==> src/rffp_pkg.sv <==
// Shared types and constants for the ring FIFO frame packer.
// No dependencies; imported by every module of the block but rffp_ram.
`default_nettype none

package rffp_pkg;

	localparam int RING_DEPTH_DEF        = 65536;
	localparam int FRAME_PAYLOAD_MAX_DEF = 1024;
	localparam int QUEUE_DEPTH           = 2;
	localparam int CMP_W                 = 17;

	localparam logic [7:0] SYNC1_BYTE       = 8'hAA;
	localparam logic [7:0] SYNC2_BYTE       = 8'h55;
	localparam logic [7:0] FRAME_TYPE_RESET = 8'h01;
	localparam logic [7:0] BYTE_MASK        = 8'hFF;

	typedef enum logic [1:0] {
		OP_PUSH  = 2'd0,
		OP_PULL  = 2'd1,
		OP_FLUSH = 2'd2,
		OP_NONE  = 2'd3
	} rffp_op_t;

	typedef enum logic [5:0] {
		PH_IDLE    = 6'b000001,
		PH_SYNC2   = 6'b000010,
		PH_TYPE    = 6'b000100,
		PH_LEN_LO  = 6'b001000,
		PH_LEN_HI  = 6'b010000,
		PH_PAYLOAD = 6'b100000
	} rffp_phase_t;

	// result fields as delivered on the output channel
	typedef struct packed {
		logic       out_valid;
		logic [7:0] out_byte;
		logic       frame_start;
		logic       frame_end;
		logic       push_accepted;
	} rffp_result_t;

	// front to back: result with the byte still to be taken from the ring when from_ram
	typedef struct packed {
		logic         from_ram;
		rffp_result_t res;
	} rffp_desc_t;

endpackage

`default_nettype wire

==> src/rffp_front.sv <==
// Front end: accepts items, keeps ring pointers, fill count and framing state,
// issues ring writes and reads. Depends on rffp_pkg.
`default_nettype none

module rffp_front
	import rffp_pkg::*;
#(
	parameter int RING_DEPTH        = RING_DEPTH_DEF,
	parameter int FRAME_PAYLOAD_MAX = FRAME_PAYLOAD_MAX_DEF
) (
	input  wire logic                          clk,
	input  wire logic                          arst_n,
	input  wire logic                          cfg_write_en,
	input  wire logic [7:0]                    cfg_write_data,
	input  wire logic                          accept,
	input  wire logic [1:0]                    operation,
	input  wire logic [7:0]                    data_byte,
	input  wire logic                          block_first,
	input  wire logic [15:0]                   block_length,
	output rffp_desc_t                         desc,
	output logic                               ram_we,
	output logic [$clog2(RING_DEPTH)-1:0]      ram_waddr,
	output logic [7:0]                         ram_wdata,
	output logic                               ram_re,
	output logic [$clog2(RING_DEPTH)-1:0]      ram_raddr
);

	localparam int PTR_W = $clog2(RING_DEPTH);
	localparam int LEN_W = $clog2(FRAME_PAYLOAD_MAX + 1);
	localparam logic [PTR_W-1:0] LAST_SLOT = PTR_W'(RING_DEPTH - 1);

	logic [PTR_W-1:0] wp_q, rp_q, count_q;
	logic [PTR_W-1:0] wp_nx, rp_nx, count_nx;
	rffp_phase_t      phase_q, phase_nx;
	logic [LEN_W-1:0] chunk_q, chunk_nx;
	logic [LEN_W-1:0] left_q, left_nx;
	logic             rej_q, rej_nx;
	logic [7:0]       frame_type_q;

	logic             ring_full;
	logic             blen_over;
	logic [CMP_W-1:0] chunk_sel;
	logic [CMP_W-1:0] keep;
	logic [CMP_W-1:0] wp_sum;
	logic [15:0]      chunk16;
	logic [PTR_W-1:0] rp_inc;
	logic             store;
	logic             read_ring;

	assign ring_full = (count_q == LAST_SLOT);
	// block fits when length <= free slots, i.e. length + fill <= depth - 1
	assign blen_over = (CMP_W'(block_length) + CMP_W'(count_q)) > CMP_W'(RING_DEPTH - 1);
	assign chunk_sel = (CMP_W'(count_q) > CMP_W'(FRAME_PAYLOAD_MAX))
		? CMP_W'(FRAME_PAYLOAD_MAX) : CMP_W'(count_q);
	assign keep      = (CMP_W'(left_q) < CMP_W'(count_q)) ? CMP_W'(left_q) : CMP_W'(count_q);
	assign wp_sum    = CMP_W'(rp_q) + keep;
	assign chunk16   = 16'(chunk_q);
	assign rp_inc    = (rp_q == LAST_SLOT) ? '0 : rp_q + PTR_W'(1);

	always_comb begin
		wp_nx     = wp_q;
		rp_nx     = rp_q;
		count_nx  = count_q;
		phase_nx  = phase_q;
		chunk_nx  = chunk_q;
		left_nx   = left_q;
		rej_nx    = rej_q;
		store     = 1'b0;
		read_ring = 1'b0;
		desc      = '0;

		unique case (rffp_op_t'(operation))
			OP_PUSH: begin
				if (block_first) begin
					rej_nx = blen_over;
				end
				if (!rej_nx && !ring_full) begin
					store                  = 1'b1;
					wp_nx                  = (wp_q == LAST_SLOT) ? '0 : wp_q + PTR_W'(1);
					count_nx               = count_q + PTR_W'(1);
					desc.res.push_accepted = 1'b1;
				end
			end
			OP_PULL: begin
				unique case (phase_q)
					PH_IDLE: begin
						if (count_q != '0) begin
							chunk_nx             = chunk_sel[LEN_W-1:0];
							left_nx              = chunk_sel[LEN_W-1:0];
							desc.res.out_valid   = 1'b1;
							desc.res.out_byte    = SYNC1_BYTE;
							desc.res.frame_start = 1'b1;
							phase_nx             = PH_SYNC2;
						end
					end
					PH_SYNC2: begin
						desc.res.out_valid = 1'b1;
						desc.res.out_byte  = SYNC2_BYTE;
						phase_nx           = PH_TYPE;
					end
					PH_TYPE: begin
						desc.res.out_valid = 1'b1;
						desc.res.out_byte  = frame_type_q;
						phase_nx           = PH_LEN_LO;
					end
					PH_LEN_LO: begin
						desc.res.out_valid = 1'b1;
						desc.res.out_byte  = chunk16[7:0] & BYTE_MASK;
						phase_nx           = PH_LEN_HI;
					end
					PH_LEN_HI: begin
						desc.res.out_valid = 1'b1;
						desc.res.out_byte  = chunk16[15:8] & BYTE_MASK;
						phase_nx           = (left_q != '0) ? PH_PAYLOAD : PH_IDLE;
					end
					PH_PAYLOAD: begin
						if (left_q != '0 && count_q != '0) begin
							read_ring          = 1'b1;
							desc.from_ram      = 1'b1;
							desc.res.out_valid = 1'b1;
							rp_nx              = rp_inc;
							count_nx           = count_q - PTR_W'(1);
							left_nx            = left_q - LEN_W'(1);
							if (left_q == LEN_W'(1)) begin
								desc.res.frame_end = 1'b1;
								phase_nx           = PH_IDLE;
							end
						end else begin
							// frame has no data left to send: close it silently
							left_nx  = '0;
							phase_nx = PH_IDLE;
						end
					end
					default: begin
						phase_nx = PH_IDLE;
					end
				endcase
			end
			OP_FLUSH: begin
				if (phase_q == PH_IDLE) begin
					rp_nx    = wp_q;
					count_nx = '0;
				end else begin
					// keep only what the open frame still owes
					wp_nx    = (wp_sum >= CMP_W'(RING_DEPTH))
						? PTR_W'(wp_sum - CMP_W'(RING_DEPTH)) : PTR_W'(wp_sum);
					count_nx = PTR_W'(keep);
				end
			end
			OP_NONE: begin
			end
			default: begin
			end
		endcase
	end

	assign ram_we    = accept && store;
	assign ram_waddr = wp_q;
	assign ram_wdata = data_byte;
	assign ram_re    = accept && read_ring;
	assign ram_raddr = rp_q;

	always_ff @(posedge clk or negedge arst_n) begin
		if (!arst_n) begin
			wp_q    <= '0;
			rp_q    <= '0;
			count_q <= '0;
			phase_q <= PH_IDLE;
			chunk_q <= '0;
			left_q  <= '0;
			rej_q   <= 1'b0;
		end else if (accept) begin
			wp_q    <= wp_nx;
			rp_q    <= rp_nx;
			count_q <= count_nx;
			phase_q <= phase_nx;
			chunk_q <= chunk_nx;
			left_q  <= left_nx;
			rej_q   <= rej_nx;
		end
	end

	always_ff @(posedge clk or negedge arst_n) begin
		if (!arst_n) begin
			frame_type_q <= FRAME_TYPE_RESET;
		end else if (cfg_write_en) begin
			frame_type_q <= cfg_write_data;
		end
	end

endmodule

`default_nettype wire

==> config.mk <==
export PLATFORM = sky130hd
export DESIGN_NAME = rffp_front
export DESIGN_NICKNAME = d
export VERILOG_FILES = /design/src/rffp_pkg.sv /design/src/rffp_front.sv
export SDC_FILE = /design/constraint.sdc
export NUM_CORES = 1
export LEC_CHECK = 0
export BUFFER_PORTS_ARGS = -buffer_cell sky130_fd_sc_hd__buf_4
export CAP_MARGIN = 25
export CORE_MARGIN = 2
export CORE_UTILIZATION = 55
export DETAILED_ROUTE_END_ITERATION = 8
export PLACE_DENSITY = 0.77
export SLEW_MARGIN = 20
export SYNTH_ARGS = -nofsm -noshare
export SYNTH_HDL_FRONTEND = slang
export SYNTH_SLANG_ARGS = --single-unit
==> constraint.sdc <==
create_clock -name clk -period 7.14 [get_ports clk]
set_input_delay 0.357 -clock clk [delete_from_list [all_inputs] [get_ports clk]]
set_output_delay 0.357 -clock clk [all_outputs]
set_load 0.01 [all_outputs]
==> impl_results.md <==
- Status: finished with violations
- Failing checks: hold timing
- Fin area: 0.007777 mm^2
- GRT Total Usage: 0.3019
- Clk pin slew, worst setup/hold paths: 0.07 ns
- Placed Instances: 1034
- Slew margin rel.: 0.3704
- Die width: 115.4 um
- Via Count: 6672
- Ys Warns: 0
- Antenna Cells: 0
- Remaining global-route overflow: 0
- Top Ports: 94
- Async SR Flop Fraction: 1.000
- WL/cell: 18.69 um
- Vias in the first global route: 6382
- Row cnt: 40
- P_leak: 3.466 nW
- Critical Path RT: 7.37 ns
- Post-synth top flop: dfrtp_1
- Layout cells sized above 1: 0.1576
- Starting Density: 0.5660
- Final wirelength: 19620 um
- Router iterations before antenna repair: 6
- Detail Route Antenna Nets: 0
- First-pass GRT wire length: 31620 um
- Min-Delay Path Class: input port to asynchronous set/reset pin
- Worst Path Max Fanout: 13
- GPL Wtd Cong: 0.9746
- PnR Total Power: 2.740 mW
- Setup_tns: 0 ns
- CTS tree: done
- Fin cells: 1050
- Antenna violations before repair: 0
- Root Buffer: clkbuf_16
- Synthesized cell area: 0.006827 mm^2
- Hold buffers post-CTS: 0
- WS Path Type: flip-flop to flip-flop
- PortBufs: 77
- Worst-Skew Late Latency: 0.35 ns
- EDFF count, synth: 0
- #FFs+latches synth: 85
- CP startpoint kind: flip-flop
- Clk sinks: 85
- Post-CTS sizing: 0
- Cell variety after synth: 72
- Iteration-0 DRC Markers: 519
- Largest net degree at the start of global routing: 56
- Detailed Place HPWL: 14210 um
- Most frequent cells in the layout: o21ai_0, dfrtp_1, buf_4, nor2_1, nand2_1
- Placed standard-cell area: 0.007467 mm^2
- F_max: 203.4 MHz
- Buffer count from post-CTS setup fixing: 0
- Nets@finish: 977
- Num CTS Buffers: 9
- Core Area: 0.01206 mm^2
- Post-layout min period: 4.916 ns
- Worst vdd ir: 0.1804 mV
- P&R area growth vs syn: 13.93%
- RSZ-0062 raised after global routing: false
- Clock H-tree levels: 3
- Post-route DRC: 0
- Via-to-Cell Ratio: 6.354
- Seq/Total Area, Yosys: 0.3120
- Final hold slack: -0.01010 ns
- Clk buf depth: 2
- Slew Limit Fails: 0
- Crit share post-route: 0.6886
- Die height: 115.4 um
- Syn Inst Count: 822
- Worst slew pin tran: 0.9417 ns
- Final setup vio count: 0
- Die ar.: 0.01332 mm^2
- PD cells: 352.3 mW/mm^2
- Skew final: 0.006885 ns
- Worst Path Arrival: 5.15 ns
- Max_cap viols: 0
- Avg Cell Area, Syn: 8.305 um^2
- Commonest non-fill, non-tap cell in the layout: o21ai_0
- Final Hold Fails: 10
- Worst Setup End Kind: flip-flop
==> cells in the mapped netlist (3+ instances only) <==
cell type  instances  area share
ha_1              58        0.11
nor3b_1           13       0.014
nand2b_1          10      0.0092
a22oi_1            6      0.0066
nor2b_1            5      0.0046
a41o_1             3      0.0044
o211ai_1           6      0.0066
and3_1            12       0.011
a21oi_1           59       0.043
o21ai_0           94       0.069
or2_2              5      0.0046
fa_1               3      0.0088
nand3_1           21       0.015
or3_1              6      0.0055
buf_4              9      0.0099
buf_2              8      0.0059
nor4_1            13       0.012
inv_1             31       0.017
o21ai_1            3      0.0022
nand2_1           73       0.040
nor3_1            32       0.023
a211oi_1          13       0.014
nand4_1           14       0.013
a32oi_1            5      0.0064
o22ai_1            3      0.0027
xnor2_1           13       0.017
a221oi_1           6      0.0077
a221o_1           10       0.015
xor2_1             6      0.0077
nor2_1            79       0.043
clkbuf_1          23       0.013
o31ai_1            7      0.0077
mux2i_1            6      0.0088
dfrtp_1           83        0.30
mux2_2            19       0.031
a31oi_1            5      0.0046
o21a_1             8      0.0088
a21o_1             8      0.0088
==> worst max-delay path: stages, from the launching register on <==
cell	delay [ns]
dfrtp_1	0.54
inv_1	0.08
ha_1	0.34
a21o_1	0.17
a211oi_1	0.24
o211a_1	0.18
o21ai_0	0.09
nand3_1	0.46
mux2i_1	0.43
ha_1	0.32
a211oi_1	0.32
o211a_1	0.22
o311ai_0	0.20
o41ai_1	0.50
o21ai_0	0.24
nand2_1	0.13
mux2i_1	0.20
nand4_1	0.10
==> routing by layer <==
metal / share of wire / track usage / vias to the layer above
met4: 0.028 / 0.1261 / 0
met1: 0.42 / 0.3957 / 3185
met5: 0 / 0 / -
met2: 0.47 / 0.4838 / 284
met3: 0.079 / 0.06799 / 47
li1: - / - / 3156
==> report_power, final <==
part	switching [mW]	leakage (nW)	total, mW	internal [mW]
combinational	0.740	2.21	1.32	0.584
sequential	0.285	1.10	0.917	0.632
clock	0.208	0.156	0.499	0.291
==> final cells by class <==
type	instances	area, um^2
clock buffers	11	252.7
repair buffers	82	615.6
well taps	168	210.2
fillers	1038	4284
multi-input cells	668	4395
clock inverters	5	57.56
inverters	31	116.4
flip-flops and latches	85	2130
==> kinds of logic (layout without fill, tap and decap cells) <==
logic type | after synthesis | in the layout | synth area share
DFF | 85 | 85 | 0.3119
other | 1 | 4 | 0.0005493
and+or+nand+nor | 301 | 301 | 0.2218
adders and majority gates | 61 | 61 | 0.1151
muxes | 25 | 25 | 0.04014
AOI/OAI and AO/OA | 258 | 258 | 0.2390
buffers and inverters | 72 | 129 | 0.04710
xor gates and xnor gates | 19 | 19 | 0.02438
==> metrics by stage <==
stage	hold slack (ns)	setup WS (ns)	utilization
after floorplan	0.06141	3.006	-
after global placement	0.3753	2.560	0.6188
after detailed placement	0.3801	2.315	0.6191
after CTS	0.0009945	2.304	0.6448
after global routing	0.01744	1.758	0.6448
final	-0.01010	2.224	0.6448
==> state kept, by name, indices dropped and copies added (netlist names) <==
| signal | cells |
|---|---|
| chunk_q | 11 |
| count_q | 16 |
| frame_type_q | 8 |
| left_q | 11 |
| phase_q | 6 |
| ram_raddr | 16 |
| ram_waddr | 16 |
| rej_q | 1 |
==> final timing paths <==
kind / startpoint / to / slack, ns / depth (start not counted)
worst max-delay path: count_q[5] / ram_waddr[15] / 2.22 / 17
worst min-delay path: arst_n / count_q[5] / -0.01 / 1
worst max register to register: count_q[5] / ram_waddr[15] / 2.22 / 17
worst min register to register: chunk_q[1] / chunk_q[1] / 0.50 / 2
max in group asynchronous: arst_n / frame_type_q[5] / 6.14 / 2
min in group clk: operation[1] / rej_q / 0.23 / 2
(Power assumes the default switching activity.)
