File: src/rffp_pkg.sv
// Shared types and constants for the ring FIFO frame packer.
// No dependencies; imported by every module of the block but rffp_ram.
`default_nettype none

package rffp_pkg;

	localparam int RING_DEPTH_DEF        = 65536;
	localparam int FRAME_PAYLOAD_MAX_DEF = 1024;
	localparam int QUEUE_DEPTH           = 2;
	localparam int CMP_W                 = 17;

	localparam logic [7:0] SYNC1_BYTE       = 8'hAA;
	localparam logic [7:0] SYNC2_BYTE       = 8'h55;
	localparam logic [7:0] FRAME_TYPE_RESET = 8'h01;
	localparam logic [7:0] BYTE_MASK        = 8'hFF;

	typedef enum logic [1:0] {
		OP_PUSH  = 2'd0,
		OP_PULL  = 2'd1,
		OP_FLUSH = 2'd2,
		OP_NONE  = 2'd3
	} rffp_op_t;

	typedef enum logic [5:0] {
		PH_IDLE    = 6'b000001,
		PH_SYNC2   = 6'b000010,
		PH_TYPE    = 6'b000100,
		PH_LEN_LO  = 6'b001000,
		PH_LEN_HI  = 6'b010000,
		PH_PAYLOAD = 6'b100000
	} rffp_phase_t;

	// result fields as delivered on the output channel
	typedef struct packed {
		logic       out_valid;
		logic [7:0] out_byte;
		logic       frame_start;
		logic       frame_end;
		logic       push_accepted;
	} rffp_result_t;

	// front to back: result with the byte still to be taken from the ring when from_ram
	typedef struct packed {
		logic         from_ram;
		rffp_result_t res;
	} rffp_desc_t;

endpackage

`default_nettype wire

File: src/rffp_queue.sv
// Two-entry result queue between the stage register and the output channel.
// Depends on rffp_pkg.
`default_nettype none

module rffp_queue
	import rffp_pkg::*;
(
	input  wire logic         clk,
	input  wire logic         arst_n,
	input  wire logic         push,
	input  wire rffp_result_t push_data,
	output logic              full,
	output logic              head_valid,
	output rffp_result_t      head_data,
	input  wire logic         pop
);

	rffp_result_t entry_q [QUEUE_DEPTH];
	logic         wr_ptr_q;
	logic         rd_ptr_q;
	logic [1:0]   count_q;
	logic         do_push;
	logic         do_pop;

	assign full       = (count_q == 2'(QUEUE_DEPTH));
	assign head_valid = (count_q != 2'd0);
	assign head_data  = entry_q[rd_ptr_q];
	assign do_push    = push && !full;
	assign do_pop     = pop && head_valid;

	always_ff @(posedge clk or negedge arst_n) begin
		if (!arst_n) begin
			wr_ptr_q <= 1'b0;
			rd_ptr_q <= 1'b0;
			count_q  <= 2'd0;
		end else begin
			if (do_push) begin
				wr_ptr_q <= !wr_ptr_q;
			end
			if (do_pop) begin
				rd_ptr_q <= !rd_ptr_q;
			end
			if (do_push && !do_pop) begin
				count_q <= count_q + 2'd1;
			end else if (do_pop && !do_push) begin
				count_q <= count_q - 2'd1;
			end
		end
	end

	always_ff @(posedge clk) begin
		if (do_push) begin
			entry_q[wr_ptr_q] <= push_data;
		end
	end

endmodule

`default_nettype wire

File: src/rffp_back.sv
// Back end: stage register that meets the ring read data, then the result queue.
// Depends on rffp_pkg and rffp_queue.
`default_nettype none

module rffp_back
	import rffp_pkg::*;
(
	input  wire logic         clk,
	input  wire logic         arst_n,
	input  wire logic         desc_push,
	input  wire rffp_desc_t   desc,
	output logic              can_take,
	input  wire logic [7:0]   ram_rdata,
	output logic              result_valid,
	output rffp_result_t      result,
	input  wire logic         result_ready
);

	logic         valid_s1;
	rffp_desc_t   desc_s1;
	logic         q_full;
	logic         advance;
	rffp_result_t resolved;

	assign advance  = valid_s1 && !q_full;
	assign can_take = !valid_s1 || !q_full;

	// ring data arrives in the cycle after the read was issued, i.e. while the item sits here;
	// the RAM output holds while the stage stalls since no new read is issued then
	always_comb begin
		resolved = desc_s1.res;
		if (desc_s1.from_ram) begin
			resolved.out_byte = ram_rdata;
		end
	end

	always_ff @(posedge clk or negedge arst_n) begin
		if (!arst_n) begin
			valid_s1 <= 1'b0;
		end else if (desc_push) begin
			valid_s1 <= 1'b1;
		end else if (advance) begin
			valid_s1 <= 1'b0;
		end
	end

	always_ff @(posedge clk) begin
		if (desc_push) begin
			desc_s1 <= desc;
		end
	end

	rffp_queue u_queue (
		.clk       (clk),
		.arst_n    (arst_n),
		.push      (advance),
		.push_data (resolved),
		.full      (q_full),
		.head_valid(result_valid),
		.head_data (result),
		.pop       (result_ready)
	);

endmodule

`default_nettype wire

File: config.mk
export PLATFORM = sky130hd
export DESIGN_NAME = rffp_back
export DESIGN_NICKNAME = d
export VERILOG_FILES = /design/src/rffp_pkg.sv /design/src/rffp_queue.sv /design/src/rffp_back.sv
export SDC_FILE = /design/constraint.sdc
export NUM_CORES = 1
export LEC_CHECK = 0
export BUFFER_PORTS_ARGS = -buffer_cell sky130_fd_sc_hd__buf_2
export CELL_PAD_IN_SITES_DETAIL_PLACEMENT = 1
export CELL_PAD_IN_SITES_GLOBAL_PLACEMENT = 1
export CORE_MARGIN = 10
export CORE_UTILIZATION = 39
export DETAILED_ROUTE_END_ITERATION = 6
export GPL_ROUTABILITY_DRIVEN = 0
export MAX_ROUTING_LAYER = met4
export PLACE_DENSITY_LB_ADDON = 0.1
export SLEW_MARGIN = 20
export SYNTH_ARGS = -nofsm -noshare
export SYNTH_HDL_FRONTEND = slang
export SYNTH_SLANG_ARGS = --single-unit
File: constraint.sdc
create_clock -name clk -period 1.45 [get_ports clk]
set_input_delay 0.145 -clock clk [delete_from_list [all_inputs] [get_ports clk]]
set_output_delay 0.145 -clock clk [all_outputs]
set_load 0.01 [all_outputs]
==> impl_results.md, run 1 <==
* Status: finished with violations
* Violated checks: setup timing
* Core ar. at 0.00397 mm^2
* Avg WL per Cell at 15.9 um
* Synth Register Bits at 42
* Req. time, crit path at 1310 ps
* Critical path origin: u_queue.rd_ptr_q
* Die Y at 84.0 um
* Initial DRC count at 57
* Min Tclk post-route at approximately 1500 ps
* Synth-to-layout area growth at 34.7%
* R2R Path End: u_queue.count_q[1]
* Slack of the critical path at -22.5 ps
* Static Leak at ~0.86 nW
* Top FF cell, synth: edfxtp_1
* CP Max Fanout at 6
* Yosys warns at 0
* Drt total wl at 2950 um
* Fin util at 0.541
* CTS clk-pin slew, worst paths at ~80 ps
* WP data arrival at ~1300 ps
* RR Startpoint: u_queue.count_q[0]
* Io pins at 39
* WHS at 32.3 ps
* Startpoint types: flop
* Max Root-Sink Buffers at 2
* # H-tree levels at 2
* Worst setup slack after placement at between 20 and 30 ps
* Sequential-to-total area share from yosys stat at 0.775
* CTS root buf: clkbuf_8
* Worst Skew at 10.0 ps
* Peak supply drop at 0.000939 V
* Largest net degree at the start of global routing at 15
* FF-to-FF path depth at 7
* Ys async rst share at 0.119
* Crit. End Element: output pin
* Commonest cells post-synth: edfxtp_1 (37), mux2_2 (20), dfrtp_1 (5)
* Max-slew violation count at 0
* Share of layout cells above drive strength 1 at 0.593
* Drt first pass iters at 4
* Slew headroom at 0.744
* Achievable frequency at 679 MHz
* Mapped Cells at 80
* Starting Density at 0.402
* Syn avg cell area at 19.9 um^2
* Fill count at 387
* GRT Residual Overflow at 0
* TritonCTS clock tree: built
* Die Area at between 0.007 and 0.008 mm^2
* Final nets at 160
* First-pass GRT wire length at 4860 um
* Vias per inst at 4.66
* # setup viols final at 6
* Synth cell types at 16
* Post-DP HPWL at 2110 um
* Vias in the first global route at 1,028
* Die X at 84.0 um
* Setup Crit Path Kind: flop to output pin
* Num CTS Buffers at 5
* Top-count cell post-synth: edfxtp_1
* Initial antenna violation count at 0
* Top post-synthesis cells by area: edfxtp_1 (70%), mux2_2 (14%), dfrtp_1 (7.8%)
* Row Count at 23
* Tightest Pin Transition at 384 ps
* Fin crit share at 1.02
* Max cap viols at 0
* Skew-Pair Late Insertion Delay at between 200 and 300 ps
* Yosys top cell area share at 0.696
* Worst Hold Launch: desc[6]
* Worst hold path class: input pin to flop
* Setup TNS at -96.3 ps
* Routed via count at 862
* PD cells at 1940 mW/mm^2
* Post-synth EDFFs at 37
* Antenna Violating Nets Remaining at 0
* Hold endpoint: desc_s1[6]
* FF-to-FF setup slack at approximately 80 ps
* Total GRT Usage at 0.0888
* PortBufs at 38
* Clk sinks at between 40 and 50
* RSZ-0062 raised after global routing: yes
* Mapped Nets at 106
* Yosys top cell by area: edfxtp_1
* DRC viols at 0
* Mapped cell area at 0.00160 mm^2
* Fin. Hold Viols at 0
* Hold depth at 1
* # diodes at 0
==> final cells by class <==
type | count | area [um^2] | area share
tap | 50 | 62.6 | 0.0291
inverter | 1 | 3.75 | 0.00175
multi-input combinational | 35 | 370 | 0.172
clock buffer | 6 | 72.6 | 0.0338
clock inverter | 2 | 10.0 | 0.00466
sequential | 42 | 1240 | 0.576
timing repair buffer | 49 | 393 | 0.183
==> placed cells by master, fill, tap and decap left out <==
cell type / synthesis / routed
nand3b_1: 1 / 1
buf_6: 1 / 12
nand2_2: 0 / 1
dfrtp_1: 5 / 4
and3_1: 1 / 1
clkbuf_16: 0 / 1
nor2_2: 0 / 1
clkbuf_8: 0 / 5
dfrtp_2: 0 / 1
inv_1: 1 / 1
ha_1: 1 / 1
nand2b_1: 2 / 2
xnor2_1: 3 / 3
mux2_4: 0 / 7
or2_4: 1 / 1
clkinv_2: 0 / 2
nand2_4: 1 / 1
buf_12: 0 / 2
nor2_1: 2 / 1
xor2_1: 2 / 2
buf_4: 0 / 7
dlygate4sd3_1: 0 / 1
mux2_2: 20 / 13
buf_2: 1 / 26
edfxtp_1: 37 / 37
clkbuf_1: 0 / 1
==> metal layers <==
metal / vias up / track usage / routed length, um / part of all wire
met1: 430 / 0.0943 / 1250 / 0.42
met4: 0 / 0.0365 / 38 / 0.013
met5: - / - / 0 / 0
li1: 404 / - / - / -
met2: 23 / 0.147 / 1520 / 0.51
met3: 5 / 0.0313 / 140 / 0.048
==> how the worst max path moves through the flow <==
stage,end,depth (start not counted)
CTS,result[4],3
detailed placement,u_queue.count_q[1],6
floorplan,u_queue.count_q[1],6
global placement,u_queue.count_q[1],7
global route,result[5],3
finish,result[5],3
==> through the flow <==
step	total power, W	cell area [um^2]	cells
final	0.00418	2150	185
after detailed placement	0.00304	1890	172
after CTS	0.00383	2010	181
after floorplan	0.00253	1600	80
after global routing	0.00445	2150	185
after global placement	0.00301	1890	172
==> worst max-delay path, cell delays in order (launching register included) <==
cell	delay, ps
dfrtp_2	450
clkbuf_16	180
mux2_4	300
buf_6	120
==> kinds of logic (layout without fill, tap and decap cells) <==
kind of cell             Yosys count  in the layout  synth area share
XOR/XNOR                           5              5            0.0275
adder cells (fa/ha/maj)            1              1           0.00784
flip-flops                        42             42             0.775
multiplexers                      20             20             0.141
AND/OR/NAND/NOR                    9              9            0.0361
buffers and inverters              3             58            0.0125
==> state kept, by name, summed over array words and instances (netlist names) <==
name,flops
u_queue.count_q,2
valid_s1,1
desc_s1,13
u_queue.entry_q,24
u_queue.wr_ptr_q,1
u_queue.rd_ptr_q,1
==> repair_timing <==
action / 4_1_cts / 5_1_grt
pin swaps: 0 / 3
setup endpoints to repair: 12 / 13
hold buffers: 1 / 0
buffers inserted: 0 / 3
hold endpoints to repair: 5 / 0
gates resized for setup: 5 / 19
cloned: 0 / 1
==> power by group <==
part           total (W)  switching, W  leakage (nW)  internal (W)
clock network   0.000696      0.000363        0.0450      0.000333
registers        0.00180      0.000127         0.408       0.00167
logic            0.00168      0.000671         0.410       0.00101
No activity file was read; power rests on OpenSTA's default activity.
==> run 2: changes to the inputs <==
--- a/config.mk
+++ b/config.mk
@@ -20 +20,2 @@
 export SYNTH_SLANG_ARGS = --single-unit
+export TNS_END_PERCENT = 5
--- a/constraint.sdc
+++ b/constraint.sdc
@@ -3,2 +3,2 @@
 set_output_delay 0.145 -clock clk [all_outputs]
-set_load 0.01 [all_outputs]
+set_load 0.02 [all_outputs]
==> run 2 against run 1 <==
Against the previous run: the run still ends with setup timing left; sequential cell count is the same; clock power hardly changed; core utilization decreased by 0.79 points; wire length shrank 0.78%; fmax is 0.40% lower; worst hold slack got worse by 1.9 ps; sequential share of layout area increased by 0.85 points; total power increased by 1.5%; largest power group unchanged.
==> impl_results.md, run 2 (same netlist as run 1, synthesis figures left out) <==
* Drt first pass iters at 4
* Fin crit share at 1.02
* TritonCTS clock tree: built
* Status: finished with violations
* Die X at roughly 84 um
* Achievable frequency at 676 MHz
* Post-DP HPWL at 2110 um
* Setup Crit Path Kind: flop to output pin
* Max stage delay on crit path at between 400 and 500 ps
* WP data arrival at 1330 ps
* Max-slew violation count at 0
* Largest net degree at the start of global routing at 15
* CTS clk-pin slew, worst paths at 80 ps
* Fill count at approximately 400
* Violated checks: setup timing
* Starting Density at 0.402
* Total GRT Usage at 0.0885
* Max reg flops at 24
* Largest regs: u_queue.entry_q x24, desc_s1 x13, u_queue.count_q x2
* Share of layout cells above drive strength 1 at 0.590
* DRC viols at 0
* Seq. cell area at 0.00124 mm^2
* Worst Skew at 10.7 ps
* Initial antenna violation count at 0
* Vias per inst at 4.70
* First-pass GRT wire length at about 4800 um
* Slack of the critical path at -28.5 ps
* Startpoint types: flop
* Synth-to-layout area growth at 32.8%
* Biggest register: u_queue.entry_q
* Commonest cells after routing, fill and taps aside: edfxtp_1 (37), buf_2 (28), mux2_2 (16)
* Die Y at 84.0 um
* Routed via count at 864
* Final nets at 159
* Fin. Hold Viols at 0
* Design Area, Final at 0.00212 mm^2
* Max Root-Sink Buffers at 2
* # diodes at 0
* Row Count at 23
* Peak supply drop at 0.000951 V
* CP Max Fanout at 6
* Vias in the first global route at 1,017
* Max cap viols at 0
* Critical Path, Cell by Cell: clkbuf_16 -> mux2_2 -> buf_6
* Core ar. at 0.00397 mm^2
* Slew headroom at 0.747
* Multi-input logic area at 359 um^2
* # setup viols final at 11
* PortBufs at 38
* RSZ-0062 raised after global routing: yes
* Commonest non-fill, non-tap cell in the layout: edfxtp_1
* Tightest Pin Transition at around 380 ps
* DP Area at approximately 0.0019 mm^2
* # H-tree levels at 2
* Slowest CP cell: dfrtp_2
* Io pins at 39
* Worst hold path class: input pin to flop
* Skew-Pair Late Insertion Delay at 280 ps
* PD cells at 2000 mW/mm^2
* Antenna Violating Nets Remaining at 0
* GRT Residual Overflow at 0
* Static Leak at 0.841 nW
* Drt total wl at approximately 3000 um
* Avg WL per Cell at between 15 and 20 um
* Req. time, crit path at between 1000 and 1500 ps
* CTS root buf: clkbuf_8
* Min Tclk post-route at between 1000 and 1500 ps
* Tot Pwr at 0.00424 W
* Num CTS Buffers at 5
* Initial DRC count at 65
* Die Area at slightly above 0.007 mm^2
* Clk sinks at 42
* Crit. End Element: output pin
-- run 2: changes by cell type in the layout (fill, tap and decap cells not counted), sizes merged --
| cell | previous run | this run |
|---|---|---|
| buf | 47 | 46 |
-- run 2: area by class of cell --
type	instances	share of cell area
timing repair buffer	48	0.176
multi-input combinational	35	0.170
tap	50	0.0295
inverter	1	0.00177
sequential	42	0.584
clock inverter	2	0.00473
clock buffer	6	0.0343
-- run 2: power breakdown --
part	total, W	internal [W]	leakage (nW)	switching, W
combinational	0.00175	0.000951	0.388	0.000801
clock	0.000696	0.000333	0.0450	0.000362
sequential	0.00179	0.00167	0.408	0.000122
-- run 2: routing by layer --
metal	share of wire	GRT usage	up-vias
met1	0.42	0.0937	432
met5	0	-	-
met2	0.51	0.147	23
met3	0.054	0.0313	5
li1	-	-	404
met4	0.013	0.0365	0
-- run 2: repair_timing --
item / in CTS / in global routing
gates cloned: 0 / 1
gates resized for setup: 6 / 23
buffers inserted: 0 / 2
endpoints found under the setup margin: 12 / 13
endpoints found under the hold margin: 5 / 0
hold buffers: 1 / 0
-- run 2: through the flow --
step,setup TNS [ps],instances,utilization,hold slack (ps),worst slack [ps]
floorplan,0,80,-,-151,78.1
CTS,-444,181,0.504,24.8,-55.0
global placement,0,172,0.476,-31.9,93.1
finish,-172,184,0.533,30.4,-28.5
global route,-851,184,0.533,16.0,-71.8
detailed placement,0,172,0.476,-29.8,28.9
-- run 2: worst paths after layout --
check / from / to / slack, ps / depth (start not counted)
min in group asynchronous: arst_n / u_queue.wr_ptr_q / 210 / 2
max reg2reg: u_queue.count_q[0] / u_queue.count_q[1] / 70 / 6
min reg2reg: desc_s1[11] / u_queue.entry_q[0][11] / 450 / 0
max in group asynchronous: arst_n / u_queue.rd_ptr_q / 1090 / 2
max: u_queue.rd_ptr_q / result[5] / -30 / 3
min: desc[6] / desc_s1[6] / 30 / 1
-- run 2: critical path, delay by kind of cell (launching register included) --
| family | cells | cell delay (ps) |
|---|---|---|
| buffers and inverters | 2 | 290 |
| flip-flops | 1 | 410 |
| multiplexers | 1 | 340 |
